==> src/rtl/pjr_pkg.sv <==
// Shared types, constants and helpers of the pivot joint rotation block.
// No dependencies; every other file refers to it by scoped names.
package pjr_pkg;

   localparam int CHILD_SLOTS  = 8;
   localparam int SLOT_W       = $clog2(CHILD_SLOTS);
   localparam int ANG_W        = 19;
   localparam int TRIG_W       = 20;
   localparam int ROT_W        = 36;
   localparam int SUM_W        = 38;
   localparam int MAC_W        = ROT_W + TRIG_W + 1;
   localparam int WRAP_W       = 36;
   localparam int CORDIC_STEPS = 16;
   localparam int STEP_W       = 4;
   localparam int WRAP_K_W     = 5;

   typedef logic signed [TRIG_W-1:0] trig_type;
   typedef logic signed [ROT_W-1:0]  rot_type;
   typedef logic signed [31:0]       q_type;
   typedef logic [ANG_W-1:0]         ang_type;

   localparam trig_type TWO_PI_S    = 20'sd411775;
   localparam trig_type PI_S        = 20'sd205887;
   localparam trig_type HALF_PI_S   = 20'sd102944;
   localparam trig_type CORDIC_GAIN = 20'sd39797;

   localparam logic [WRAP_W-1:0]   TWO_PI_W    = 36'd411775;
   localparam logic [WRAP_W-1:0]   WRAP_OFFSET = 36'd13493043200;
   localparam logic [WRAP_K_W-1:0] WRAP_K_TOP  = 5'd16;

   localparam logic [1:0] MODE_ATTACH = 2'd0;
   localparam logic [1:0] MODE_PIVOT  = 2'd1;
   localparam logic [1:0] MODE_MOVE   = 2'd2;
   localparam logic [1:0] MODE_NONE   = 2'd3;

   localparam logic KIND_PIVOT = 1'b0;
   localparam logic KIND_CHILD = 1'b1;

   localparam logic [1:0] CSR_PIVOT_X = 2'd0;
   localparam logic [1:0] CSR_PIVOT_Y = 2'd1;
   localparam logic [1:0] CSR_PIVOT_Z = 2'd2;

   function automatic trig_type atan_at(input logic [STEP_W-1:0] i);
      trig_type r;
      unique case (i)
         4'd0:    r = 20'sd51472;
         4'd1:    r = 20'sd30386;
         4'd2:    r = 20'sd16055;
         4'd3:    r = 20'sd8150;
         4'd4:    r = 20'sd4091;
         4'd5:    r = 20'sd2047;
         4'd6:    r = 20'sd1024;
         4'd7:    r = 20'sd512;
         4'd8:    r = 20'sd256;
         4'd9:    r = 20'sd128;
         4'd10:   r = 20'sd64;
         4'd11:   r = 20'sd32;
         4'd12:   r = 20'sd16;
         4'd13:   r = 20'sd8;
         4'd14:   r = 20'sd4;
         default: r = 20'sd2;
      endcase
      return r;
   endfunction

   function automatic q_type sat32(input logic signed [SUM_W-1:0] v);
      q_type r;
      if (v > 38'sd2147483647) begin
         r = 32'sh7fffffff;
      end else if (v < -38'sd2147483648) begin
         r = 32'sh80000000;
      end else begin
         r = v[31:0];
      end
      return r;
   endfunction

endpackage

==> src/rtl/pjr_cordic.sv <==
// Iterative CORDIC sine/cosine: quadrant fold, then one rotation step a cycle.
// Uses pjr_pkg for the arctangent table and fixed-point constants.
module pjr_cordic (
   input  logic             clock,
   input  logic             reset,
   input  logic             start,
   input  pjr_pkg::ang_type angle_in,
   output logic             done,
   output pjr_pkg::trig_type sin_out,
   output pjr_pkg::trig_type cos_out
);

   logic                        busy_ff;
   logic                        done_ff;
   logic                        neg_ff;
   logic [pjr_pkg::STEP_W-1:0]  i_ff;
   pjr_pkg::trig_type           x_ff;
   pjr_pkg::trig_type           y_ff;
   pjr_pkg::trig_type           z_ff;
   pjr_pkg::trig_type           a0;
   pjr_pkg::trig_type           a1;
   pjr_pkg::trig_type           a2;
   logic                        neg_in;
   pjr_pkg::trig_type           dx;
   pjr_pkg::trig_type           dy;
   pjr_pkg::trig_type           at;

   always_comb begin
      a0     = $signed({1'b0, angle_in});
      a1     = (a0 > pjr_pkg::PI_S) ? a0 - pjr_pkg::TWO_PI_S : a0;
      a2     = a1;
      neg_in = 1'b0;
      if (a1 > pjr_pkg::HALF_PI_S) begin
         a2     = a1 - pjr_pkg::PI_S;
         neg_in = 1'b1;
      end else if (a1 < -pjr_pkg::HALF_PI_S) begin
         a2     = a1 + pjr_pkg::PI_S;
         neg_in = 1'b1;
      end
   end

   assign dx = y_ff >>> i_ff;
   assign dy = x_ff >>> i_ff;
   assign at = pjr_pkg::atan_at(i_ff);

   always_ff @(posedge clock) begin
      if (reset) begin
         busy_ff <= 1'b0;
         done_ff <= 1'b0;
      end else begin
         done_ff <= 1'b0;
         if (start) begin
            busy_ff <= 1'b1;
            i_ff    <= '0;
            x_ff    <= pjr_pkg::CORDIC_GAIN;
            y_ff    <= '0;
            z_ff    <= a2;
            neg_ff  <= neg_in;
         end else if (busy_ff) begin
            if (!z_ff[pjr_pkg::TRIG_W-1]) begin
               x_ff <= x_ff - dx;
               y_ff <= y_ff + dy;
               z_ff <= z_ff - at;
            end else begin
               x_ff <= x_ff + dx;
               y_ff <= y_ff - dy;
               z_ff <= z_ff + at;
            end
            i_ff <= i_ff + 1'b1;
            if (i_ff == pjr_pkg::STEP_W'(pjr_pkg::CORDIC_STEPS - 1)) begin
               busy_ff <= 1'b0;
               done_ff <= 1'b1;
            end
         end
      end
   end

   assign done    = done_ff;
   assign sin_out = neg_ff ? -y_ff : y_ff;
   assign cos_out = neg_ff ? -x_ff : x_ff;

endmodule

==> config.mk <==
export PLATFORM = sky130hd
export DESIGN_NAME = pjr_cordic
export DESIGN_NICKNAME = d
export VERILOG_FILES = /design/src/rtl/pjr_pkg.sv /design/src/rtl/pjr_cordic.sv
export SDC_FILE = /design/constraint.sdc
export NUM_CORES = 1
export LEC_CHECK = 0
export BUFFER_PORTS_ARGS = -buffer_cell sky130_fd_sc_hd__clkbuf_2
export CAP_MARGIN = 20
export CORE_MARGIN = 2
export CORE_UTILIZATION = 65
export CTS_CLUSTER_SIZE = 28
export DETAILED_ROUTE_END_ITERATION = 16
export GPL_TIMING_DRIVEN = 0
export HOLD_SLACK_MARGIN = 0.03
export PLACE_DENSITY = 0.89
export SLEW_MARGIN = 20
export SYNTH_ARGS = -nofsm -noshare
export SYNTH_HDL_FRONTEND = slang
export SYNTH_SLANG_ARGS = --single-unit
export TNS_END_PERCENT = 30
==> constraint.sdc <==
create_clock -name clock -period 11.65 [get_ports clock]
set_clock_uncertainty 0.05 [all_clocks]
set_input_delay 0.5825 -clock clock [delete_from_list [all_inputs] [get_ports clock]]
set_output_delay 0.5825 -clock clock [all_outputs]
set_load 0.02 [all_outputs]
==> After elaboration in Yosys (flattened, before gate mapping) <==
Memories as Yosys holds them, arrays and structs flattened. A register that Yosys moved wholly into a read port is not among the register bits.
Cells that the tools add are included.
{ "totals": {"n_memories": 1, "rom_bits": 256, "in_bits": 22, "reg_bits": 67, "out_inout_bits": 41, "elab_cells": 52} }
{ "op_classes": {"muxes": 20, "shifts": 2, "reduce_logical": 4, "magnitude_cmp": 3, "n_eq_ne": 1, "n_addsub": 12, "bitwise": 2} }
{ "mem_list": {"columns": ["name", "depth", "width", "rd", "rd_clocked_by_memory_dff", "write_ports", "line_no", "rtl"], "rows": [
  ["(name not given)", 16, 16, 1, 1, 0, "pjr_pkg.sv:45", "unique case (i)"]
]} }
{ "op_table": {"columns": ["cell", "count"], "rows": [
  ["2-to-1 mux 20 bit", 12],
  ["adder 20 bit", 3],
  ["subtractor 20 bit", 3],
  ["negator 20 bit", 2],
  [">>> shifter 20 x 4 -> 20 bit", 2],
  ["adder 20 x 19 -> 20 bit, second input constant", 1],
  ["> comparator 20 x 18 -> 1 bit, second input constant", 1],
  ["less-than comparator 20 x 18 -> 1 bit, second input constant", 1],
  ["subtractor 19 x 19 -> 20 bit, second input constant", 1],
  ["subtractor 20 x 19 -> 20 bit, second input constant", 1],
  ["> comparator 19 x 18 -> 1 bit, second input constant", 1],
  ["2-to-1 mux 4 bit", 3],
  ["2-to-1 mux 1 bit", 5],
  ["adder 4 x 1 -> 4 bit, second input constant", 1],
  ["== test 4 bit, second input constant", 1],
  ["AND reduction 2 bit", 2],
  ["OR reduction 3 bit", 1],
  ["NOT 1 bit", 2],
  ["nonzero test 2 bit", 1]
]} }

==> Depth between registers and ports, before layout <==
{ "logic_depth": {"depth_word": 6, "depth_mapped": 22, "ltp_nobuf": 18} }

==> Worst setup path after synthesis <==
No wires, ideal clock.
{ "synth_path": {"path_type": "flip-flop to flip-flop", "startpoint": "register i_ff[0] (netlist name)", "endpoint": "register x_ff[19] (data pin)", "path_buffers": 3, "period_less_slack_ps": 5180, "required_ps": 11334, "slack_ps": 6470, "stages_incl_launch_ff": 22, "setup_ps": 266, "arrival_time_ps": 4864, "path_cell_list": "edfxtp_1 -> buf_2 -> buf_2 -> clkbuf_1 -> mux4_2 -> nor2_1 -> a21oi_1 -> o21ai_0 -> ha_1 -> inv_1 -> mux2i_1 -> ha_1 -> a21o_1 -> a21o_1 -> a2111oi_0 -> nor3_1 -> a2111oi_0 -> o31ai_1 -> a31oi_1 -> o21ai_0 -> xnor2_1 -> nor2_1"} }
{ "synth_between": {"elab_chain_len": 4, "word_cells_on_any_way": 5, "cone_classes": "add/sub: 2; shift: 1; mux: 2"} }
{ "synth_rtl": {"columns": ["item", "line_no", "rtl"], "rows": [
  ["start, declared", "pjr_cordic.sv:16", "logic [pjr_pkg::STEP_W-1:0] i_ff;"],
  ["start signal, assigned", "pjr_cordic.sv:69", "i_ff <= i_ff + 1'b1;"],
  [">>> shifter 20 x 4 -> 20 bit (*)", "pjr_cordic.sv:42", "assign dx = y_ff >>> i_ff;"],
  ["subtractor 20 bit or adder 20 bit (tied branches)", "pjr_cordic.sv:61, pjr_cordic.sv:65", null],
  ["2-to-1 mux 20 bit (*)", "pjr_cordic.sv:60", "if (!z_ff[pjr_pkg::TRIG_W-1]) begin"],
  ["2-to-1 mux 20 bit (*)", "pjr_cordic.sv:59", "end else if (busy_ff) begin"],
  ["end signal, assigned", "pjr_cordic.sv:55", "x_ff <= pjr_pkg::CORDIC_GAIN;"],
  ["end signal, assigned", "pjr_cordic.sv:61", "x_ff <= x_ff - dx;"],
  ["end signal, assigned", "pjr_cordic.sv:65", "x_ff <= x_ff + dx;"],
  ["end, declared", "pjr_cordic.sv:17", "pjr_pkg::trig_type x_ff;"]
]} }
Every way passes the cells marked *; elsewhere a longest branch is shown, timed or not. The select of a mux whose other input is x is not followed.
A chain may end at the register's enable or synchronous reset.

==> Worst setup path after layout <==
Same ends and word-level chain as after synthesis.

==> run summary <==
Average cell area after synthesis: 8.30 µm²
Adder-Cell Fraction of Synth Area: 0.0850
Combinational family with the most area after synthesis: compound AO/OA/AOI/OAI gates
Outcome: completed
Max-slew violation count: 0
Layout cell share with drive strength beyond 1: 0.124
Fin. Hold Viols: 0
CTS buffer count: 9
WP data required: 11.69 ns
Maxcap violations: 0
Initial Utilization: 0.668
Min-Delay Path Class: in -> reg
GRT busiest layer: met2
Die height: 138 µm
Routed Antenna Nets: 0
Post-synthesis mux area share: 0.118
P&R area growth vs syn: 7.66%
Pwr dens: 204 nW/µm²
Met3 usage: 0.0817
Design Power: 2.54 mW
I/O pins: 63
Total gr overflow: 0
Row cnt: 48
Die Wd: 138 µm
Routed WL: 35,400 µm
Worst skew pair latency: 0.36 ns
Initial DRC count: 1,335
Die area: 18,900 µm²
IO Port Bufs: 55
Yosys top cell by area: edfxtp_1
Syn Std Cell Area: 11,600 µm²
Net count, final: 1,564
Grt met2 use: 0.635
Internal power: 1.31 mW
# clock sinks: 83
Gpl congestion: 1.01
Hold path depth: 2
Synth warn: 0
Clock group share of total power: 0.118
Worst setup SP type: flip-flop
Synth Register Bits: 83
Combinational Power Share: 0.676
Switching fraction of total power: 0.486
Synth top area share: 0.168
Diode count: 0
Core area: 17,400 µm²
Post-route DRC: 0
Post-Syn Nets: 1,497
Simple-gate share of the synthesized area: 0.210
Max transition margin: 0.349
Vias: 11,600
Setup Buffers After CTS: 0
Worst hold slack: 0.506 ns
Slew @ Worst Pin: 0.952 ns
Max Fclk: 148 MHz
Vias per cell: 6.87
# resized after CTS: 0
Mapped Cells: 1,398
WP data arrival: 6.79 ns
Vias in the first global route: 11,200
DP Wirelength: 27,100 µm
Root Buffer: clkbuf_16
Fillers: 1,406
Clock transition at the registers of the reported paths: 0.07 ns
CTS tree: done
Global-route wire length before repair: 56,900 µm
Reg2reg path depth: 21
Setup TNS: 0 ns
Netlist cell types: 101
CTS Hold Bufs: 0
Post-route minimum period: 6.75 ns
Seq/Total Area, Yosys: 0.199
Area share of xor/xnor cells in the synthesized design: 0.108
Leak: 4.88 nW
Number of synthesized flops with an enable pin: 65
Fin crit share: 0.580
Drt wl/cell: 20.9 µm
Endpoint class of the critical path: flip-flop
Seq pwr share: 0.206
Synth top area cells: edfxtp_1 (17%), ha_1 (8.0%), mux4_2 (7.8%)
CTS Buffer Depth: 2
Met1 Usage GRT: 0.478
NetSw: 1.24 mW
Initial antenna violation count: 0
Async set or reset register ratio after synthesis: 0
Setup violations, final: 0
Total track usage: 0.385
DR pass1 iterations: 6
Peak VDD IR: 0.000127 V
Largest net degree at the start of global routing: 51
Post-synth top flop: edfxtp_1
Unrepaired setup endpoints after global routing: false
Crit path kind: reg -> reg
H-tree Lvls: 3
CP max FO: 10
Synth Area in Compound Gates: 0.230
==> final timing paths <==
| path | from | to | slack, ns |
|---|---|---|---|
| worst min register to register | busy_ff | done | 0.59 |
| worst max-delay path | i_ff[0] | x_ff[19] | 4.90 |
| worst max register to register | i_ff[0] | x_ff[19] | 4.90 |
| worst min-delay path | reset | neg_ff | 0.51 |
==> registers in the layout (all words and copies together), names as in the netlist <==
| register | flops |
|---|---|
| x_ff | 20 |
| y_ff | 20 |
| z_ff | 20 |
| at | 16 |
| i_ff | 4 |
| busy_ff | 1 |
| done | 1 |
| neg_ff | 1 |
==> synth_stat cells (all sizes together) (19+ instances only) <==
library cell	number
a31oi	26
a21oi	91
nand3	32
xnor2	97
nor2	153
ha	74
inv	51
o21ai	78
a21o	24
o31ai	26
nand2b	20
xor2	46
o211ai	19
edfxtp	65
buf	32
mux2i	33
clkbuf	57
mux4	40
nand2	102
nor3	31
or3	22
==> cell families after synthesis <==
kind of cell             count (synthesis)
adder cells (fa/ha/maj)                 77
buffers and inverters                  141
flip-flops                              83
multiplexers                            85
XOR/XNOR                               143
AND/OR/NAND/NOR                        479
AO/OA/AOI/OAI                          390
==> final cells by class <==
type / instances / area, µm² / share of cell area
Buffer: 89 / 385 / 0.0309
Clock buffer: 9 / 225 / 0.0180
Clock inverter: 7 / 76.3 / 0.00611
Inverter: 52 / 198 / 0.0158
Multi-Input combinational cell: 1174 / 8700 / 0.697
Sequential cell: 83 / 2310 / 0.185
Tap cell: 225 / 282 / 0.0225
Timing Repair Buffer: 56 / 303 / 0.0243
==> power groups by stage <==
stage	clock, mW	combinational [mW]	sequential, mW
after detailed placement	0	1.67	0.525
after floorplan	0	1.31	0.486
after CTS	0.299	1.69	0.518
final	0.300	1.72	0.525
after global routing	0.309	1.88	0.530
after global placement	0	1.61	0.522
==> critical path: stages, from the launching register on <==
cell and delay (ns):
edfxtp_1 0.39, buf_2 0.27, buf_2 0.37, clkbuf_1 0.56
mux4_2 0.41, nor2_1 0.10, a21oi_1 0.05, o21ai_0 0.43
ha_1 0.32, inv_1 0.06, mux2i_1 0.10, ha_1 0.34
a21o_1 0.15, a21o_1 0.21, a2111oi_0 0.66, nor3_1 0.16
a2111oi_0 0.85, o31ai_1 0.28, a31oi_1 0.31, o21ai_0 0.19
xnor2_1 0.18, nor2_1 0.05
==> stage by stage <==
| stage | util | worst slack [ns] | cells | area [µm²] |
|---|---|---|---|---|
| 5_1_grt | 0.719 | 4.51 | 1695 | 12500 |
| 2_1_floorplan | - | 6.47 | 1398 | 11600 |
| 3_5_place_dp | 0.702 | 5.00 | 1679 | 12200 |
| 3_3_place_gp | 0.700 | 5.18 | 1678 | 12200 |
| 4_1_cts | 0.719 | 4.96 | 1695 | 12500 |
| 6_report | 0.719 | 4.90 | 1695 | 12500 |
==> routing by layer <==
metal	up-vias	routed length, µm
li1	5377	-
met1	5461	13500
met2	686	16700
met3	124	3520
met4	0	1650
met5	-	0
==> cell usage in the layout, fill, tap and decap left out, drive strengths merged, types with 33 or more instances in the layout <==
cell    netlist  final
nand2       102    102
xor2         46     46
edfxtp       65     65
o21ai        78     78
inv          51     56
xnor2        97     97
ha           74     74
nor2        153    153
buf          32     33
mux4         40     40
mux2i        33     33
a21oi        91     91
clkbuf       57    121
Power figures use the tool's default switching activity.
