File: config.mk
export PLATFORM = sky130hd
export DESIGN_NAME = pjr_rot
export DESIGN_NICKNAME = d
export VERILOG_FILES = /design/src/rtl/pjr_pkg.sv /design/src/rtl/pjr_rot.sv
export SDC_FILE = /design/constraint.sdc
export NUM_CORES = 2
export LEC_CHECK = 0
export ABC_CLOCK_PERIOD_IN_PS = 12400
export BUFFER_PORTS_ARGS = -buffer_cell sky130_fd_sc_hd__buf_2
export CORE_AREA = 2 2 324 326
export DETAILED_ROUTE_END_ITERATION = 16
export DIE_AREA = 0 0 326 328
export HOLD_SLACK_MARGIN = 0.06
export PLACE_DENSITY = 0.55
export REMOVE_ABC_BUFFERS = 1
export SLEW_MARGIN = 25
export SYNTH_ARGS = -nofsm -noshare
export SYNTH_HDL_FRONTEND = slang
export SYNTH_SLANG_ARGS = --single-unit
File: constraint.sdc
create_clock -name clock -period 12.4 [get_ports clock]
set_input_delay 1.86 -clock clock [delete_from_list [all_inputs] [get_ports clock]]
set_output_delay 1.86 -clock clock [all_outputs]
set_load 0.01 [all_outputs]
File: src/rtl/pjr_pkg.sv
// Shared types, constants and helpers of the pivot joint rotation block.
// No dependencies; every other file refers to it by scoped names.
package pjr_pkg;

   localparam int CHILD_SLOTS  = 8;
   localparam int SLOT_W       = $clog2(CHILD_SLOTS);
   localparam int ANG_W        = 19;
   localparam int TRIG_W       = 20;
   localparam int ROT_W        = 36;
   localparam int SUM_W        = 38;
   localparam int MAC_W        = ROT_W + TRIG_W + 1;
   localparam int WRAP_W       = 36;
   localparam int CORDIC_STEPS = 16;
   localparam int STEP_W       = 4;
   localparam int WRAP_K_W     = 5;

   typedef logic signed [TRIG_W-1:0] trig_type;
   typedef logic signed [ROT_W-1:0]  rot_type;
   typedef logic signed [31:0]       q_type;
   typedef logic [ANG_W-1:0]         ang_type;

   localparam trig_type TWO_PI_S    = 20'sd411775;
   localparam trig_type PI_S        = 20'sd205887;
   localparam trig_type HALF_PI_S   = 20'sd102944;
   localparam trig_type CORDIC_GAIN = 20'sd39797;

   localparam logic [WRAP_W-1:0]   TWO_PI_W    = 36'd411775;
   localparam logic [WRAP_W-1:0]   WRAP_OFFSET = 36'd13493043200;
   localparam logic [WRAP_K_W-1:0] WRAP_K_TOP  = 5'd16;

   localparam logic [1:0] MODE_ATTACH = 2'd0;
   localparam logic [1:0] MODE_PIVOT  = 2'd1;
   localparam logic [1:0] MODE_MOVE   = 2'd2;
   localparam logic [1:0] MODE_NONE   = 2'd3;

   localparam logic KIND_PIVOT = 1'b0;
   localparam logic KIND_CHILD = 1'b1;

   localparam logic [1:0] CSR_PIVOT_X = 2'd0;
   localparam logic [1:0] CSR_PIVOT_Y = 2'd1;
   localparam logic [1:0] CSR_PIVOT_Z = 2'd2;

   function automatic trig_type atan_at(input logic [STEP_W-1:0] i);
      trig_type r;
      unique case (i)
         4'd0:    r = 20'sd51472;
         4'd1:    r = 20'sd30386;
         4'd2:    r = 20'sd16055;
         4'd3:    r = 20'sd8150;
         4'd4:    r = 20'sd4091;
         4'd5:    r = 20'sd2047;
         4'd6:    r = 20'sd1024;
         4'd7:    r = 20'sd512;
         4'd8:    r = 20'sd256;
         4'd9:    r = 20'sd128;
         4'd10:   r = 20'sd64;
         4'd11:   r = 20'sd32;
         4'd12:   r = 20'sd16;
         4'd13:   r = 20'sd8;
         4'd14:   r = 20'sd4;
         default: r = 20'sd2;
      endcase
      return r;
   endfunction

   function automatic q_type sat32(input logic signed [SUM_W-1:0] v);
      q_type r;
      if (v > 38'sd2147483647) begin
         r = 32'sh7fffffff;
      end else if (v < -38'sd2147483648) begin
         r = 32'sh80000000;
      end else begin
         r = v[31:0];
      end
      return r;
   endfunction

endpackage

File: src/rtl/pjr_rot.sv
// Ry*Rx rotation of a vector on one shared multiplier and accumulator.
// Eight products, one a cycle, product registered; uses pjr_pkg.
module pjr_rot (
   input  logic              clock,
   input  logic              reset,
   input  logic              start,
   input  pjr_pkg::trig_type sin_x,
   input  pjr_pkg::trig_type cos_x,
   input  pjr_pkg::trig_type sin_y,
   input  pjr_pkg::trig_type cos_y,
   input  pjr_pkg::q_type    v0,
   input  pjr_pkg::q_type    v1,
   input  pjr_pkg::q_type    v2,
   output logic              done,
   output pjr_pkg::rot_type  r0,
   output pjr_pkg::rot_type  r1,
   output pjr_pkg::rot_type  r2
);

   logic                                   busy_ff;
   logic                                   done_ff;
   logic [3:0]                             cnt_ff;
   pjr_pkg::trig_type                      sx_ff, cx_ff, sy_ff, cy_ff;
   pjr_pkg::q_type                         v0_ff, v1_ff, v2_ff;
   pjr_pkg::rot_type                       y1_ff, z1_ff, r0_ff, r2_ff;
   logic signed [pjr_pkg::MAC_W-2:0]       prod_ff;
   logic signed [pjr_pkg::MAC_W-1:0]       acc_ff;
   pjr_pkg::trig_type                      a_mux;
   pjr_pkg::rot_type                       b_mux;
   logic [3:0]                             kk;
   logic signed [pjr_pkg::MAC_W-1:0]       sum;
   pjr_pkg::rot_type                       res;

   always_comb begin
      unique case (cnt_ff[2:0])
         3'd0: begin a_mux = cx_ff; b_mux = pjr_pkg::ROT_W'(v1_ff); end
         3'd1: begin a_mux = sx_ff; b_mux = pjr_pkg::ROT_W'(v2_ff); end
         3'd2: begin a_mux = sx_ff; b_mux = pjr_pkg::ROT_W'(v1_ff); end
         3'd3: begin a_mux = cx_ff; b_mux = pjr_pkg::ROT_W'(v2_ff); end
         3'd4: begin a_mux = cy_ff; b_mux = pjr_pkg::ROT_W'(v0_ff); end
         3'd5: begin a_mux = sy_ff; b_mux = z1_ff; end
         3'd6: begin a_mux = sy_ff; b_mux = pjr_pkg::ROT_W'(v0_ff); end
         default: begin a_mux = cy_ff; b_mux = z1_ff; end
      endcase
   end

   assign kk  = cnt_ff - 4'd1;
   assign sum = kk[1] ? acc_ff + pjr_pkg::MAC_W'(prod_ff) : acc_ff - pjr_pkg::MAC_W'(prod_ff);
   assign res = sum[pjr_pkg::ROT_W+15:16];

   always_ff @(posedge clock) begin
      if (reset) begin
         busy_ff <= 1'b0;
         done_ff <= 1'b0;
      end else begin
         done_ff <= 1'b0;
         if (start) begin
            busy_ff <= 1'b1;
            cnt_ff  <= '0;
            sx_ff   <= sin_x;
            cx_ff   <= cos_x;
            sy_ff   <= sin_y;
            cy_ff   <= cos_y;
            v0_ff   <= v0;
            v1_ff   <= v1;
            v2_ff   <= v2;
         end else if (busy_ff) begin
            prod_ff <= a_mux * b_mux;
            if (cnt_ff != 4'd0) begin
               if (!kk[0]) begin
                  acc_ff <= pjr_pkg::MAC_W'(prod_ff);
               end else begin
                  unique case (kk[2:1])
                     2'd0:    y1_ff <= res;
                     2'd1:    z1_ff <= res;
                     2'd2:    r0_ff <= res;
                     default: r2_ff <= res;
                  endcase
               end
            end
            cnt_ff <= cnt_ff + 4'd1;
            if (cnt_ff == 4'd8) begin
               busy_ff <= 1'b0;
               done_ff <= 1'b1;
            end
         end
      end
   end

   assign done = done_ff;
   assign r0   = r0_ff;
   assign r1   = y1_ff;
   assign r2   = r2_ff;

endmodule

* Yosys cells after proc, flatten, opt, wreduce, memory -nomap -nowiden
Cells that the tools add are included.
Cells by class: add/subtract/negate cells 4, multipliers 1, div/mod/pow operators 0, $lt $le $gt $ge 0, equality and inequality tests 9, shift-type cells 0, multiplexer cells 8, bitwise operators 5, reductions and logical operators 20
Operators by type and width (number):
- $pmux 36 s3 | 1
- $pmux 20 s3 | 1
- $add 52x52->52 | 1
- $mul 20x36->52 | 1
- $mux 52 | 1
- $sub 52x52->52 | 1
- $reduce_and 6->1 | 4
- $reduce_or 2->1 | 6
- $eq 3x3->1 const B | 3
- $eq 3x2->1 const B | 2
- $reduce_or 3->1 | 2
- $not 1->1 | 5
- $reduce_and 5->1 | 1
- $add 4x1->4 const B | 1
- $eq 4x4->1 const B | 1
- $mux 1 | 4
- $mux 4 | 1
- $reduce_and 2->1 | 2
- $reduce_bool 4->1 | 1
- $eq 3x1->1 const B | 1
- $logic_not 3->1 | 1
- $reduce_and 3->1 | 1
- $sub 3x1->3 const B | 1
- $eq 2x1->1 const B | 1
- 3 further kinds | 3
Storage, ports and cells: register bits after elaboration 430, latch bits 0, memory bits (writable) 0, memory bits (read-only) 0, input port bits 179, output and inout port bits 109, word-level logic and storage cells 63, memories kept 0

* Longest topological paths before layout
depth after elaboration 5, mapped depth 37

* Least setup slack after synthesis
Ideal clock, no wire load.
path type input -> register, from input reset, to register cx_ff[0] (enable), library setup time 717 ps, arrival 9170 ps, path slack 2513 ps, cell stages on the path 1, buffers on the path 0, path through nor2_1
Between the ends: word-level cells in the longest chain between the ends 2
RTL lines:
- start, declared | line pjr_rot.sv:5 | input logic reset,
- $not 1->1 (no line)
- $reduce_and 2->1 (no line)
- end signal, assigned | line pjr_rot.sv:61 | cx_ff <= cos_x;
- end, declared | line pjr_rot.sv:23 | pjr_pkg::trig_type sx_ff, cx_ff, sy_ff, cy_ff;
Every way passes these cells. A chain may end at the register's enable or synchronous reset.

* Final worst setup path
from register cnt_ff[2], to register prod_ff[50] (netlist name), data pin
Between the ends: word-level cells in the longest chain between the ends 4, elaborated cells on any way between the ends 16
RTL lines:
- start, declared | line pjr_rot.sv:22 | logic [3:0] cnt_ff;
- start signal, assigned | line pjr_rot.sv:81 | cnt_ff <= cnt_ff + 4'd1;
- $eq 3x3->1 (tied with other cells) | line pjr_rot.sv:35 | unique case (cnt_ff[2:0])
- $reduce_or 2->1 (no line)
- $pmux 20 s3 or $pmux 36 s3 (tied branches) | line pjr_rot.sv:35
- $mul 20x36->52 * | line pjr_rot.sv:68 | prod_ff <= a_mux * b_mux;
- end signal, assigned | line pjr_rot.sv:68
- end, declared | line pjr_rot.sv:26 | logic signed [pjr_pkg::MAC_W-2:0] prod_ff;
Mark *: on every way between the ends. The rest lies on a longest branch, timed or not.

==> results.yml <==
placed_design:
  placed_cells: 5427
  numPortBuffers: 287
  gp_congestion: 0.953
  dpl.hpwl_um: 97700
finish:
  fin_util: 0.446
  drive_above_1_share: 0.121
  register_area_um2: 12900
  nets: 5136
  layout.cells.non_filler: 5512
  area_delta_synth_final_pct: 12.2
  multiInputGateArea_um2: 24900
  fillers: 9769
synthesis:
  syn_inst: 3822
  seq_area_frac_synth: 0.314
  synth_area_um2: 41000
  ys.flop_type: "edfxtp_1"
  ys_seq_elements: 430
  synth_edf_count: 428
  synth_area_per_cell_um2: 10.7
  ys_warn_count: 0
  synthArstFlopShare: 0
  synth.distinct_cells: 72
worst_setup_path:
  cpMostUsedCell: "fa_1"
  endpoint: "prod_ff[50]"
  worstReg2RegStart: "cnt_ff[2]"
  r2r_setup_slack_ns: 1.43
  slowest_stage: "a221o_1"
  worst_r2r_path_depth: 29
  worstPathArrival_ns: 11.33
  startpoint_type: "flop"
  cp_slowest_stage_delay_ns: 0.73
  cp_max_fo: 30
  r2r-end: "prod_ff[50]"
  startpoint: "cnt_ff[2]"
  crit_type: "reg -> reg"
  cp-end-kind: "flop"
  worstPathRequired_ns: 12.76
cts:
  cts_resized: 0
  cts_setup_buffers: 0
  clk_pin_slew_ns: 0.06
  worstSkewPairLatency_ns: 0.61
  ctsHoldBuffers: 0
  htreeDepth: 2
  cts_root_buf: "clkbuf_16"
  cts.path.max_buffers: 3
  cts_tree: "done"
  cts_made_buffers: 45
  cts.sinks: 430
routing:
  wl_met1_um: 49300
  drc: 0
  drtAntennaViolNets: 0
  vias: 28752
  wl_met2_um: 60800
  dr.max_layer_used: "met5"
  wl_per_cell_um: 22.3
  first_pass_iters: 5
  dr_wl_met3_um: 7580
  via_per_inst: 5.22
  drt-initial-drc-count: 1957
  wirelength_um: 123000
timing:
  fmax_ghz: 0.0912
  final_max_slew_viol_count: 0
  hold_viol: 0
  hold_slack_ns: 0.496
  worstMarginPinSlew_ns: 1.09
  fin_crit_ns: 10.97
  final.setup_skew_ns: 0.0337
  setup_viol: 0
  min_period_over_period: 0.884
  relSlewSlack: 0.268
  rsz0062_at_grt: "no"
  fin_setup_tns_ns: 0
outcome:
  status: "completed"
global_route:
  overflow: 0
  grt_pass1_vias: 30052
  grt_use_total: 0.232
  grt_first_pass_wirelength_um: 186000
  grt_max_degree: 140
  antenna_found_initial: 3
floorplan:
  rows: 118
  pin_count: 288
  start_util: 0.397
  design.core.area_um2: 103000
  die_area_um2: 107000
  die_h_um: 328
  die_x_um: 326
flow_run:
  max_cap_violations: 0
hold_path:
  worstHoldPathType: "reg -> reg"
worst max-delay path, delay by kind of cell (launching register included):
family          cells  cell delay [ns]
fa+ha+maj           9             3.94
compound gates      9             3.65
simple gates        3             1.37
buf+inv             7             0.92
flops               1             0.68
xor+xnor            1             0.09
metal layers:
metal,vias to the layer above,track usage
li1,12687,-
met1,14814,0.295
met2,1010,0.400
met3,237,0.0339
met4,4,0.0889
met5,-,0
registers in the layout, summed over array words and instances (netlist names), 32 cells and up:
signal,count
acc_ff,52
prod_ff,52
z1_ff,36
r0,36
r1,36
v2_ff,32
v0_ff,32
r2,36
v1_ff,32
cell families after synthesis:
logic type	after synthesis	synth area share
flops	430	0.314
compound gates	415	0.0716
buf+inv	913	0.0836
simple gates	1018	0.104
mux	32	0.00784
xor+xnor	152	0.0325
fa+ha+maj	862	0.386
cells in the mapped netlist (5+ instances only):
| library cell | count | area [um^2] |
|---|---|---|
| o21bai_1 | 13 | 97.6 |
| or2_2 | 9 | 56.3 |
| xor2_1 | 30 | 263 |
| a31oi_1 | 18 | 113 |
| a221oi_1 | 32 | 280 |
| a221o_1 | 33 | 330 |
| nor2_1 | 430 | 1610 |
| nor2b_1 | 17 | 106 |
| nor4_1 | 8 | 50.1 |
| a222oi_1 | 15 | 150 |
| a21oi_1 | 84 | 420 |
| or4_1 | 7 | 52.6 |
| a211oi_1 | 10 | 75.1 |
| inv_1 | 762 | 2860 |
| nand2_1 | 422 | 1580 |
| nor3_1 | 19 | 95.1 |
| nand4_1 | 12 | 75.1 |
| nand3_1 | 21 | 105 |
| and4_1 | 5 | 43.8 |
| a21boi_0 | 5 | 37.5 |
| o211ai_1 | 5 | 37.5 |
| xnor2_1 | 122 | 1070 |
| and2_1 | 15 | 93.8 |
| mux2i_1 | 31 | 310 |
| o21ai_1 | 10 | 50.1 |
| o21a_1 | 23 | 173 |
| buf_1 | 7 | 26.3 |
| and3_1 | 18 | 113 |
| o21ai_0 | 67 | 335 |
| nand2b_1 | 17 | 106 |
| a21o_1 | 39 | 293 |
| edfxtp_1 | 428 | 12900 |
| o41ai_1 | 7 | 61.3 |
| ha_1 | 191 | 2390 |
| o31ai_1 | 17 | 128 |
| fa_1 | 671 | 13400 |
| clkbuf_1 | 142 | 533 |
worst min-delay path by stage:
stage / start / to / slack, ns / cells after the start
6_report: prod_ff[29] / acc_ff[29] / 0.50 / 0
5_1_grt: prod_ff[29] / acc_ff[29] / 0.51 / 0
4_1_cts: prod_ff[29] / acc_ff[29] / 0.50 / 0
3_5_place_dp: prod_ff[29] / acc_ff[29] / 0.49 / 0
3_3_place_gp: prod_ff[5] / acc_ff[5] / 0.49 / 0
2_1_floorplan: prod_ff[51] / acc_ff[51] / 0.45 / 0
metrics by stage:
stage | instance area, um^2 | worst slack, ns
after floorplan | 40400 | 0.857
after global placement | 44400 | 1.58
after detailed placement | 44500 | 1.52
after CTS | 46000 | 1.50
after global routing | 46000 | 0.989
final | 46000 | 1.43
cells in the final DEF, fill, tap and decap left out, types with 6 or more instances in the layout:
| cell | count |
|---|---|
| clkbuf_16 | 45 |
| or2_2 | 9 |
| inv_1 | 762 |
| nand3_1 | 21 |
| xor2_1 | 30 |
| a31oi_1 | 15 |
| o21ai_0 | 63 |
| nor2b_1 | 17 |
| nor2_4 | 7 |
| mux2i_1 | 31 |
| a21oi_1 | 80 |
| buf_2 | 287 |
| nand2_1 | 422 |
| ha_1 | 191 |
| edfxtp_1 | 428 |
| and3_1 | 18 |
| nor4_1 | 6 |
| o31ai_1 | 17 |
| clkinv_1 | 10 |
| nand4_1 | 12 |
| o21ai_2 | 7 |
| a221o_1 | 33 |
| o21ai_1 | 6 |
| nor2_1 | 423 |
| o41ai_1 | 7 |
| nor3_1 | 19 |
| o21bai_1 | 13 |
| a211oi_1 | 10 |
| a21o_1 | 39 |
| and2_1 | 15 |
| buf_4 | 86 |
| or4_1 | 7 |
| xnor2_1 | 122 |
| nand2b_1 | 17 |
| o21a_1 | 22 |
| a222oi_1 | 15 |
| a221oi_1 | 29 |
| fa_1 | 671 |
cell type report:
type | instances | share of cell area
Antenna cell | 1 | 0.0000544
Clock buffer | 50 | 0.0249
Clock inverter | 33 | 0.00756
Inverter | 763 | 0.0623
Multi-Input combinational cell | 2479 | 0.541
Sequential cell | 430 | 0.280
Tap cell | 1380 | 0.0375
Timing Repair Buffer | 376 | 0.0467
Power is not shown: default switching activity piles up to over one toggle a cycle in this logic, so the estimate is an artifact.
