### config.mk
export PLATFORM = sky130hd
export DESIGN_NAME = pjr_wrap
export DESIGN_NICKNAME = d
export VERILOG_FILES = /design/src/rtl/pjr_pkg.sv /design/src/rtl/pjr_wrap.sv
export SDC_FILE = /design/constraint.sdc
export NUM_CORES = 1
export LEC_CHECK = 0
export BUFFER_PORTS_ARGS = -buffer_cell sky130_fd_sc_hd__buf_4
export CORE_ASPECT_RATIO = 1.75
export CORE_UTILIZATION = 30
export CTS_CLUSTER_SIZE = 24
export DETAILED_ROUTE_END_ITERATION = 12
export GPL_TIMING_DRIVEN = 0
export SYNTH_ARGS = -nofsm -noshare
export SYNTH_HDL_FRONTEND = slang
export SYNTH_SLANG_ARGS = --single-unit
### constraint.sdc
create_clock -name clock -period 12.1 [get_ports clock]
set_input_delay 1.21 -clock clock [delete_from_list [all_inputs] [get_ports clock]]
set_output_delay 1.21 -clock clock [all_outputs]
set_load 0.05 [all_outputs]
### src/rtl/pjr_pkg.sv
// Shared types, constants and helpers of the pivot joint rotation block.
// No dependencies; every other file refers to it by scoped names.
package pjr_pkg;

   localparam int CHILD_SLOTS  = 8;
   localparam int SLOT_W       = $clog2(CHILD_SLOTS);
   localparam int ANG_W        = 19;
   localparam int TRIG_W       = 20;
   localparam int ROT_W        = 36;
   localparam int SUM_W        = 38;
   localparam int MAC_W        = ROT_W + TRIG_W + 1;
   localparam int WRAP_W       = 36;
   localparam int CORDIC_STEPS = 16;
   localparam int STEP_W       = 4;
   localparam int WRAP_K_W     = 5;

   typedef logic signed [TRIG_W-1:0] trig_type;
   typedef logic signed [ROT_W-1:0]  rot_type;
   typedef logic signed [31:0]       q_type;
   typedef logic [ANG_W-1:0]         ang_type;

   localparam trig_type TWO_PI_S    = 20'sd411775;
   localparam trig_type PI_S        = 20'sd205887;
   localparam trig_type HALF_PI_S   = 20'sd102944;
   localparam trig_type CORDIC_GAIN = 20'sd39797;

   localparam logic [WRAP_W-1:0]   TWO_PI_W    = 36'd411775;
   localparam logic [WRAP_W-1:0]   WRAP_OFFSET = 36'd13493043200;
   localparam logic [WRAP_K_W-1:0] WRAP_K_TOP  = 5'd16;

   localparam logic [1:0] MODE_ATTACH = 2'd0;
   localparam logic [1:0] MODE_PIVOT  = 2'd1;
   localparam logic [1:0] MODE_MOVE   = 2'd2;
   localparam logic [1:0] MODE_NONE   = 2'd3;

   localparam logic KIND_PIVOT = 1'b0;
   localparam logic KIND_CHILD = 1'b1;

   localparam logic [1:0] CSR_PIVOT_X = 2'd0;
   localparam logic [1:0] CSR_PIVOT_Y = 2'd1;
   localparam logic [1:0] CSR_PIVOT_Z = 2'd2;

   function automatic trig_type atan_at(input logic [STEP_W-1:0] i);
      trig_type r;
      unique case (i)
         4'd0:    r = 20'sd51472;
         4'd1:    r = 20'sd30386;
         4'd2:    r = 20'sd16055;
         4'd3:    r = 20'sd8150;
         4'd4:    r = 20'sd4091;
         4'd5:    r = 20'sd2047;
         4'd6:    r = 20'sd1024;
         4'd7:    r = 20'sd512;
         4'd8:    r = 20'sd256;
         4'd9:    r = 20'sd128;
         4'd10:   r = 20'sd64;
         4'd11:   r = 20'sd32;
         4'd12:   r = 20'sd16;
         4'd13:   r = 20'sd8;
         4'd14:   r = 20'sd4;
         default: r = 20'sd2;
      endcase
      return r;
   endfunction

   function automatic q_type sat32(input logic signed [SUM_W-1:0] v);
      q_type r;
      if (v > 38'sd2147483647) begin
         r = 32'sh7fffffff;
      end else if (v < -38'sd2147483648) begin
         r = 32'sh80000000;
      end else begin
         r = v[31:0];
      end
      return r;
   endfunction

endpackage

### src/rtl/pjr_wrap.sv
// Angle accumulator update: acc + now - old reduced into [0, 2*pi).
// One conditional subtract of a shifted 2*pi per cycle; uses pjr_pkg.
module pjr_wrap (
   input  logic            clock,
   input  logic            reset,
   input  logic            start,
   input  pjr_pkg::ang_type acc_in,
   input  pjr_pkg::q_type  now_in,
   input  pjr_pkg::q_type  old_in,
   output logic            done,
   output pjr_pkg::ang_type angle_out
);

   logic                          busy_ff;
   logic                          done_ff;
   logic [pjr_pkg::WRAP_K_W-1:0]  k_ff;
   logic [pjr_pkg::WRAP_W-1:0]    r_ff;
   logic [pjr_pkg::WRAP_W:0]      init;
   logic [pjr_pkg::WRAP_W-1:0]    lim;

   assign init = (pjr_pkg::WRAP_W+1)'($signed({1'b0, acc_in}))
               + (pjr_pkg::WRAP_W+1)'(now_in)
               - (pjr_pkg::WRAP_W+1)'(old_in)
               + (pjr_pkg::WRAP_W+1)'(pjr_pkg::WRAP_OFFSET);
   assign lim  = pjr_pkg::TWO_PI_W << k_ff;

   always_ff @(posedge clock) begin
      if (reset) begin
         busy_ff <= 1'b0;
         done_ff <= 1'b0;
      end else begin
         done_ff <= 1'b0;
         if (start) begin
            busy_ff <= 1'b1;
            k_ff    <= pjr_pkg::WRAP_K_TOP;
            r_ff    <= init[pjr_pkg::WRAP_W-1:0];
         end else if (busy_ff) begin
            if (r_ff >= lim) begin
               r_ff <= r_ff - lim;
            end
            k_ff <= k_ff - 1'b1;
            if (k_ff == '0) begin
               busy_ff <= 1'b0;
               done_ff <= 1'b1;
            end
         end
      end
   end

   assign done      = done_ff;
   assign angle_out = r_ff[pjr_pkg::ANG_W-1:0];

endmodule

Word level (Yosys, flattened, before mapping) --
Cells that the tools add are included. W data, S select, Z words.
Cells by class: add/subtract/negate cells 5, $lt $le $gt $ge 1, shift-type cells 1, mux-type cells 8, bitwise operators 2, reductions and logical operators 6
Operator list (count):
- $mux W36 | 3
- $add A34 B35 Y36 const B | 1
- $ge A36 B36 Y1 | 1
- $shl A19 B5 Y36 const A | 1
- $sub A36 B36 Y36 | 1
- $sub A33 B32 Y34 | 1
- $add A20 B32 Y33 | 1
- $logic_not A5 Y1 | 1
- $mux W5 | 1
- $sub A5 B1 Y5 const B | 1
- $mux W1 | 4
- $reduce_bool A2 Y1 | 2
- $reduce_and A3 Y1 | 1
- $reduce_or A3 Y1 | 1
- $not A1 Y1 | 2
- $reduce_and A2 Y1 | 1
Storage, ports and cells: bits in registers 43, bits of input ports 86, output and inout port bits 20

Depth between registers and ports, before layout --
Gate-level depths: netlist of the first run.
word-level depth 5, mapped depth 18, gate-level depth less buffers 18

Worst setup path after synthesis of the first run --
OpenSTA, ideal clock, no wires.
kind register -> register, start point reg k_ff[2] (netlist name), end point reg r_ff[0] (netlist name) (enable), arrival 5.003 ns, required time 11.659 ns, path slack 6.656 ns, stages on the path, launching flop included 15, path buffers 1, period minus slack after synthesis 5.444 ns, cells stage by stage edfxtp_1 > inv_1 > buf_1 > ha_1 > inv_1 > a211o_1 > ha_1 > and3_2 > nand4_1 > or2_2 > o211ai_4 > a31oi_4 > o21ai_0 > o2111ai_1 > a21oi_1
Between the ends: longest elaborated chain between the ends 4
Ends and longest elaborated chain:
- start, declared | RTL line pjr_wrap.sv:16 | logic [pjr_pkg::WRAP_K_W-1:0] k_ff;
- start signal, assigned | RTL line pjr_wrap.sv:35 | k_ff <= pjr_pkg::WRAP_K_TOP;
- start signal, assigned | RTL line pjr_wrap.sv:41 | k_ff <= k_ff - 1'b1;
- $shl A19 B5 Y36 | RTL line pjr_wrap.sv:25 | assign lim = pjr_pkg::TWO_PI_W << k_ff;
- $ge A36 B36 Y1 | RTL line pjr_wrap.sv:38 | if (r_ff >= lim) begin
- $reduce_bool A2 Y1 (no line)
- $reduce_and A3 Y1 (no line)
- end signal, assigned | RTL line pjr_wrap.sv:36 | r_ff <= init[pjr_pkg::WRAP_W-1:0];
- end signal, assigned | RTL line pjr_wrap.sv:39 | r_ff <= r_ff - lim;
- end, declared | RTL line pjr_wrap.sv:17 | logic [pjr_pkg::WRAP_W-1:0] r_ff;
No other way between the ends. A chain may end at the register's enable or synchronous reset.

Final worst setup path of the first run --
start point reg k_ff[1] (netlist name), end point reg r_ff[4] (netlist name) (enable)
Same word-level chain as after synthesis.

==> results of run 1 <==
==> state kept, by name, summed over array words and instances, names as in the netlist <==
| register | flops |
|---|---|
| done | 1 |
| k_ff | 5 |
| busy_ff | 1 |
| r_ff | 36 |
==> cell usage after synthesis (all sizes together) (5+ instances only) <==
cell / instances / area share
a21oi: 71 / 0.049
nand4: 14 / 0.012
o2111ai: 5 / 0.0059
o211ai: 9 / 0.011
and3: 10 / 0.0086
edfxtp: 41 / 0.17
o21bai: 13 / 0.013
a31o: 5 / 0.0059
a21o: 36 / 0.037
clkbuf: 21 / 0.011
fa: 21 / 0.057
a21boi: 5 / 0.0051
ha: 124 / 0.21
a31oi: 8 / 0.0088
a211oi: 14 / 0.014
a22oi: 10 / 0.011
nand2: 86 / 0.044
o21a: 11 / 0.011
nand3: 16 / 0.011
nor2: 46 / 0.023
buf: 26 / 0.023
xnor2: 36 / 0.043
o21ai: 73 / 0.049
xor2: 24 / 0.028
nor3: 9 / 0.0061
nor2b: 8 / 0.0068
mux2i: 9 / 0.012
or2: 6 / 0.0051
inv: 94 / 0.048
==> routing by layer <==
metal	track usage	vias to the layer above	wire length, um
met5	0	-	0
met4	0.0903	0	935
met3	0.0130	40	493
li1	-	3455	-
met1	0.180	3195	8020
met2	0.343	143	11700
==> where the power goes <==
part           internal (mW)  leakage (nW)  switching, mW  total [mW]
sequential             0.209         0.402         0.0165       0.225
clock                 0.0755        0.0659         0.0638       0.139
combinational          0.331          3.64          0.451       0.781
total                  0.615          4.11          0.531        1.15
==> metrics by stage <==
stage,instances,total power [mW]
after floorplan,900,0.817
after global placement,1312,1.00
after detailed placement,1313,1.01
after CTS,1321,1.15
after global routing,1321,1.25
final,1321,1.15
==> final timing paths <==
kind                               from  endpoint  slack [ns]  cells after the start
worst max-delay path            k_ff[1]   r_ff[4]        6.76                     16
worst min-delay path            busy_ff      done        0.50                      1
worst max register to register  k_ff[1]   r_ff[4]        6.76                     16
worst min register to register  busy_ff      done        0.50                      1
==> critical path, stage by stage, from the launching register on <==
cell and delay (ns):
edfxtp_1 0.48, inv_1 0.26, ha_1 0.46, inv_1 0.20
ha_1 0.26, a21oi_1 0.24, nand2_1 0.13, ha_1 0.30
clkbuf_1 0.25, nand4_1 0.19, or2_2 0.36, o211ai_4 0.29
a31oi_4 0.19, o21ai_0 0.35, o2111ai_1 0.24, a21oi_4 0.56
buf_16 0.25
==> cell type report <==
| class | instances | area (sq um) |
|---|---|---|
| fillers | 2511 | 15400 |
| clock buffers | 6 | 129 |
| inverters | 95 | 357 |
| multi-input cells | 715 | 5530 |
| flip-flops and latches | 43 | 1270 |
| repair buffers | 105 | 808 |
| plain buffers | 47 | 249 |
| clock inverters | 2 | 7.51 |
| well taps | 308 | 385 |
==> kinds of logic (layout without fill, tap and decap cells) <==
group	Yosys count	after routing	synth area share
AND/OR/NAND/NOR	209	209	0.131
flip-flops	43	43	0.172
multiplexers	11	11	0.0152
XOR/XNOR	60	60	0.0711
adder cells (fa/ha/maj)	146	146	0.268
buffers and inverters	142	255	0.0819
AO/OA/AOI/OAI	289	289	0.261
==> impl_metrics.env, run 1 <==
export IMPL_path_max_fanout=24
export IMPL_finalCritPeriodShare=0.441
export IMPL_cts_resized=0
export IMPL_skew_ns=0.00520
export IMPL_final_setup_worst_slack_ns=6.76
export IMPL_final_core_util=0.362
export IMPL_core_rowCount=75
export IMPL_cts_setup_buffers=0
export IMPL_antenna_found_initial=0
export IMPL_yosys_warnings=0
export IMPL_cellLeakagePower_nw=4.11
export IMPL_fin_crit_ns=5.34
export IMPL_finalNetCount=1243
export IMPL_grt_pass1_wl_mm=35.2
export IMPL_clk_pin_slew_ns=0.06
export IMPL_drive_gt1_frac=0.153
export IMPL_fmax_mhz=187
export IMPL_cts_tree="done"
export IMPL_slew_headroom=0.471
export IMPL_outcome="complete, no violations"
export IMPL_netlist_cell_type_count=64
export IMPL_place_area_sq_um=8600
export IMPL_dp_final_hpwl_mm=17.7
export IMPL_cts_root_buf="clkbuf_16"
export IMPL_initial_utilization=0.306
export IMPL_postCtsHoldBufs=0
export IMPL_clk_latency_ns=0.30
export IMPL_grt_max_degree=25
export IMPL_die_area_sq_um=25300
export IMPL_clock_sinks=43
export IMPL_layout_common_cells="124 x ha_1, 123 x buf_4, 94 x inv_1, 86 x nand2_1"
export IMPL_synthCells=900
export IMPL_fin_setup_tns_ns=0
export IMPL_pre_cts_ws_ns=6.79
export IMPL_worst_ep_arrival_time_ns=5.35
export IMPL_syn2layout_area_growth_pct=18.1
export IMPL_ys_flop_type="edfxtp_1"
export IMPL_p_per_area_nw_per_um2=131
export IMPL_hp_class="reg2reg"
export IMPL_die_y_um=210
export IMPL_syn_nets=1131
export IMPL_grt_pass1_vias=7219
export IMPL_pin_count=106
export IMPL_io_buffers=104
export IMPL_grtUsageTotal=0.175
export IMPL_final_area_sq_um=8730
export IMPL_critical_path_required_ns=12.11
export IMPL_fp_dieW_um=121
export IMPL_synth_area_per_cell_sq_um=8.21
export IMPL_drv_cap=0
export IMPL_critPathLaunchType="register"
export IMPL_ys_seq_elements=43
export IMPL_yosysSeqAreaShare=0.172
export IMPL_setup_viol=0
export IMPL_synthArstFlopShare=0
export IMPL_slew_viol_final=0
export IMPL_hold_ws_ns=0.498
export IMPL_core_sq_um=24100
export IMPL_ir_drop_uv=50.3
export IMPL_vias=6833
export IMPL_worst_slew_pin_slew_ns=0.773
export IMPL_antenna_cells=0
export IMPL_cts_buffers=5
export IMPL_drc_errors=0
export IMPL_h_tree_depth=2
export IMPL_dr_pass1_iters=5
export IMPL_layout_commonest_cell="ha_1"
export IMPL_grt_setup_unrepaired="no"
export IMPL_detail_route_wl_per_cell_um=16.0
export IMPL_routed_via_density=5.17
export IMPL_clock_path_buffers=2
export IMPL_wl_mm=21.2
export IMPL_ant_nets=0
export IMPL_place_congestion=0.883
export IMPL_crit_path_end_kind="register"
export IMPL_netlist_area_sq_um=7390
export IMPL_drtIter0Drc=324
export IMPL_hold_violations=0
export IMPL_worstSetupPathType="reg2reg"
export IMPL_grt_overflow_total=0
export IMPL_synth_edf_count=41
No activity file was read; power rests on OpenSTA's default activity.
==> run 2, diff against run 1 <==
==> constraint.sdc (replaced) <==
create_clock -name clock -period 5.3 [get_ports clock]
set_input_delay 0.53 -clock clock [delete_from_list [all_inputs] [get_ports clock]]
set_output_delay 0.53 -clock clock [all_outputs]
set_load 0.05 [all_outputs]
==> impl_metrics.env, run 2 (synthesized netlist as in run 1, its figures left out) <==
export IMPL_outcome="complete, no violations"
export IMPL_vias=6837
export IMPL_dr_pass1_iters=4
export IMPL_initial_utilization=0.306
export IMPL_clock_sinks=43
export IMPL_finalCritPeriodShare=0.943
export IMPL_io_buffers=104
export IMPL_postCtsHoldBufs=0
export IMPL_syn2layout_area_growth_pct=18.2
export IMPL_worst_ep_arrival_time_ns=5.00
export IMPL_cp_startpoint="k_ff[1]"
export IMPL_finalNetCount=1245
export IMPL_dp_final_hpwl_mm=17.7
export IMPL_cp_common_cell="ha_1"
export IMPL_core_rowCount=75
export IMPL_ir_drop_uv=119
export IMPL_cts_buffers=5
export IMPL_place_congestion=0.890
export IMPL_skew_ns=0.00655
export IMPL_grt_pass1_wl_mm=34.3
export IMPL_worst_slew_pin_slew_ns=0.818
export IMPL_layout_common_cells="125 x buf_4, 124 x ha_1, 94 x inv_1, 86 x nand2_1"
export IMPL_drive_gt1_frac=0.156
export IMPL_final_core_util=0.362
export IMPL_pin_count=106
export IMPL_cpPeakStageDelay_ns=0.46
export IMPL_ant_nets=0
export IMPL_grt_pass1_vias=7074
export IMPL_critPathLaunchType="register"
export IMPL_fill_cells=2475
export IMPL_fp_dieW_um=121
export IMPL_pre_cts_ws_ns=-0.0203
export IMPL_multi_input_area_sq_um=5530
export IMPL_cellLeakagePower_nw=4.12
export IMPL_drv_cap=0
export IMPL_die_y_um=210
export IMPL_cts_tree="done"
export IMPL_clk_latency_ns=0.31
export IMPL_core_sq_um=24100
export IMPL_top_register="r_ff"
export IMPL_antenna_found_initial=0
export IMPL_slew_viol_final=0
export IMPL_hold_violations=0
export IMPL_clk_pin_slew_ns=0.06
export IMPL_worstSetupPathType="reg2reg"
export IMPL_top_regs="r_ff: 36 flops, k_ff: 5 flops"
export IMPL_fin_setup_tns_ns=0
export IMPL_antenna_cells=0
export IMPL_layout_commonest_cell="buf_4"
export IMPL_hold_start="reset"
export IMPL_r2r_start="k_ff[1]"
export IMPL_grt_setup_unrepaired="no"
export IMPL_cp_cell_sequence="inv_1, ha_1, inv_1, ha_1, a21oi_1, nand2_1, ha_1, clkbuf_1, nand4_1, or2_2, o211ai_4, a31oi_4, o21ai_0, o2111ai_1, a21oi_4, buf_12"
export IMPL_detail_route_wl_per_cell_um=16.1
export IMPL_clock_path_buffers=2
export IMPL_wl_mm=21.2
export IMPL_register_area_sq_um=1270
export IMPL_fmax_mhz=200
export IMPL_fin_crit_ns=5.00
export IMPL_h_tree_depth=2
export IMPL_hp_class="in2reg"
export IMPL_critical_path_required_ns=5.31
export IMPL_drc_errors=0
export IMPL_final_setup_worst_slack_ns=0.303
export IMPL_drtIter0Drc=281
export IMPL_crit_family="compound AO/OA/AOI/OAI gates"
export IMPL_grtUsageTotal=0.171
export IMPL_slew_headroom=0.455
export IMPL_critical_path_slowest_cell="edfxtp_1"
export IMPL_setup_viol=0
export IMPL_crit_path_end_kind="register"
export IMPL_largest_register_ffs=36
export IMPL_grt_overflow_total=0
export IMPL_path_max_fanout=24
export IMPL_worst_path_buf_inv=4
export IMPL_p_per_area_nw_per_um2=300
export IMPL_p_total_mw=2.62
export IMPL_routed_via_density=5.17
export IMPL_die_area_sq_um=25300
export IMPL_cts_root_buf="clkbuf_16"
export IMPL_grt_max_degree=25
run 2: changes by cell type in the layout (fill, tap and decap cells not counted), sizes merged:
cell	delta
buf	+2
clkbuf	-1
run 2: worst paths after layout:
kind | cells after the start | slack, ns | endpoint
setup / recovery | 16 | 0.30 | r_ff[5]
hold / removal | 2 | 0.41 | busy_ff
setup reg to reg | 16 | 0.30 | r_ff[5]
hold reg to reg | 1 | 0.51 | done
run 2: final cells by class:
| type | instances | area share |
|---|---|---|
| Multi-Input combinational cell | 715 | 0.632 |
| Tap cell | 308 | 0.0441 |
| Inverter | 95 | 0.0408 |
| Buffer | 47 | 0.0285 |
| Clock buffer | 5 | 0.0143 |
| Timing Repair Buffer | 107 | 0.0934 |
| Sequential cell | 43 | 0.145 |
| Clock inverter | 2 | 0.00100 |
run 2: repair_timing:
item / CTS / global route
resized for setup: 0 / 0
setup endpoints to repair: 24 / 0
buffers inserted: 2 / 0
run 2: power by group:
group / switching (mW) / total, mW / internal [mW]
Combinational: 1.04 / 1.79 / 0.756
Clock: 0.146 / 0.317 / 0.170
Sequential: 0.0367 / 0.513 / 0.476
Total: 1.22 / 2.62 / 1.40
run 2: stage by stage:
| stage | instances | cell area, sq um | hold WS (ns) |
|---|---|---|---|
| floorplan | 900 | 7390 | 0.471 |
| global placement | 1312 | 8560 | 0.478 |
| detailed placement | 1313 | 8590 | 0.491 |
| CTS | 1322 | 8740 | 0.403 |
| global route | 1322 | 8740 | 0.419 |
| finish | 1322 | 8740 | 0.406 |
run 2: metal layers:
layer | vias up | track usage | share of wire
li1 | 3454 | - | -
met1 | 3226 | 0.174 | 0.38
met4 | 0 | 0.0715 | 0.031
met5 | - | 0 | 0
met3 | 33 | 0.0136 | 0.027
met2 | 124 | 0.346 | 0.57
==> run 3, diff against run 2 <==
--- a/config.mk
+++ b/config.mk
@@ -7,10 +7,11 @@
 export LEC_CHECK = 0
 export BUFFER_PORTS_ARGS = -buffer_cell sky130_fd_sc_hd__buf_4
 export CORE_ASPECT_RATIO = 1.75
-export CORE_UTILIZATION = 30
+export CORE_UTILIZATION = 55
 export CTS_CLUSTER_SIZE = 24
 export DETAILED_ROUTE_END_ITERATION = 12
 export GPL_TIMING_DRIVEN = 0
+export PLACE_DENSITY = 0.77
 export SYNTH_ARGS = -nofsm -noshare
 export SYNTH_HDL_FRONTEND = slang
 export SYNTH_SLANG_ARGS = --single-unit
==> impl_metrics.env, run 3 (synthesized netlist as in run 1, its figures left out) <==
export IMPL_outcome="finished with violations"
export IMPL_violations="capacitance limit"
export IMPL_grt_pass1_vias=6981
export IMPL_top_regs="r_ff: 36 flops, k_ff: 5 flops"
export IMPL_setup_viol=0
export IMPL_slew_viol_final=0
export IMPL_cts_root_buf="clkbuf_16"
export IMPL_fin_setup_tns_ns=0
export IMPL_ant_nets=0
export IMPL_slew_headroom=0.0221
export IMPL_hold_violations=0
export IMPL_routed_via_density=6.01
export IMPL_cellLeakagePower_nw=4.14
export IMPL_die_area_sq_um=13900
export IMPL_clk_pin_slew_ns=0.07
export IMPL_place_congestion=0.959
export IMPL_cts_buffers=5
export IMPL_antenna_cells=0
export IMPL_hp_class="in2reg"
export IMPL_fin_crit_ns=5.09
export IMPL_detail_route_wl_per_cell_um=17.3
export IMPL_io_buffers=104
export IMPL_antenna_found_initial=0
export IMPL_worst_ep_arrival_time_ns=5.09
export IMPL_finalNetCount=1247
export IMPL_fmax_mhz=197
export IMPL_clk_latency_ns=0.30
export IMPL_dp_final_hpwl_mm=16.4
export IMPL_skew_ns=0.00955
export IMPL_wl_mm=20.6
export IMPL_syn2layout_area_growth_pct=16.6
export IMPL_clock_path_buffers=2
export IMPL_grtUsageTotal=0.305
export IMPL_pwr_share_comb=0.684
export IMPL_p_switching_mw=1.23
export IMPL_final_area_sq_um=8620
export IMPL_p_per_area_nw_per_um2=308
export IMPL_grt_pass1_wl_mm=33.0
export IMPL_worst_slew_pin_slew_ns=1.43
export IMPL_initial_utilization=0.568
export IMPL_p_sw_frac=0.462
export IMPL_dr_pass1_iters=5
export IMPL_final_setup_worst_slack_ns=0.213
export IMPL_top_register="r_ff"
export IMPL_core_rowCount=55
export IMPL_clkPwrFrac=0.124
export IMPL_drive_gt1_frac=0.158
export IMPL_drc_errors=0
export IMPL_place_area_sq_um=8420
export IMPL_grt_max_degree=17
export IMPL_fp_dieW_um=89.6
export IMPL_finalCritPeriodShare=0.960
export IMPL_h_tree_depth=2
export IMPL_path_max_fanout=16
export IMPL_drv_cap=1
export IMPL_critical_path_required_ns=5.30
export IMPL_crit_path_end_kind="register"
export IMPL_pre_cts_ws_ns=-0.0405
export IMPL_rrSetupSlack_ns=0.21
export IMPL_cts_tree="done"
export IMPL_largest_register_ffs=36
export IMPL_clock_sinks=43
export IMPL_layout_common_cells="125 x buf_4, 124 x ha_1, 94 x inv_1, 86 x nand2_1"
export IMPL_vias=7137
export IMPL_p_total_mw=2.65
export IMPL_ir_drop_uv=147
export IMPL_worstSetupPathType="reg2reg"
export IMPL_cts_resized=0
export IMPL_pin_count=106
export IMPL_seq_power_share=0.192
export IMPL_drtIter0Drc=425
export IMPL_critPathLaunchType="register"
export IMPL_grt_overflow_total=0
export IMPL_layout_commonest_cell="buf_4"
export IMPL_postCtsHoldBufs=0
export IMPL_grt_setup_unrepaired="no"
export IMPL_p_int_mw=1.43
export IMPL_core_sq_um=13000
export IMPL_die_y_um=155
[run 3: cell type report]
type / count / area [sq um]
clock buffer: 7 / 143
fill: 1152 / 4390
multi-input combinational: 716 / 5530
clock inverter: 1 / 5.00
inverter: 95 / 357
tap: 171 / 214
sequential: 43 / 1270
timing repair buffer: 108 / 843
buffer: 47 / 249
[run 3: per-stage QoR]
stage               hold slack, ns  std cells  utilization
CTS                          0.419       1185        0.660
finish                       0.414       1188        0.662
global route                 0.420       1188        0.662
floorplan                    0.471        900            -
global placement             0.493       1175        0.645
detailed placement           0.491       1176        0.648
[run 3: worst paths after layout]
path	start	end	cells after the start
worst max-delay path	k_ff[1]	r_ff[10]	16
worst min-delay path	reset	busy_ff	2
worst max register to register	k_ff[1]	r_ff[10]	16
worst min register to register	busy_ff	done	1
[run 3: layer usage]
| layer | global-route usage | wire length (um) | vias to the layer above |
|---|---|---|---|
| met3 | 0.0382 | 869 | 70 |
| li1 | - | - | 3465 |
| met4 | 0.153 | 1030 | 0 |
| met1 | 0.342 | 7940 | 3351 |
| met2 | 0.546 | 10800 | 251 |
| met5 | 0 | 0 | - |
[run 3: power by group through the flow]
stage,clock [mW],combinational [mW],sequential (mW)
2_1_floorplan,0,1.36,0.502
6_report,0.329,1.81,0.509
3_3_place_gp,0,1.73,0.516
4_1_cts,0.327,1.79,0.508
5_1_grt,0.340,1.99,0.514
3_5_place_dp,0,1.77,0.515
[run 3: what timing repair did]
action,in CTS,in global routing
pin swaps,1,2
setup endpoints to repair,16,36
buffers inserted,0,3
cloned,1,0
[run 3: critical path, cell delays in order (launching register included)]
cell and delay (ns):
edfxtp_1 0.48, inv_1 0.27, ha_1 0.47, inv_1 0.20, ha_1 0.26, a21oi_1 0.27
nand2_1 0.13, ha_1 0.30, clkbuf_1 0.25, nand4_1 0.17, or2_2 0.35, o211ai_4 0.27
a31oi_4 0.18, o21ai_0 0.33, o2111ai_1 0.32, a21oi_4 0.32, buf_16 0.19
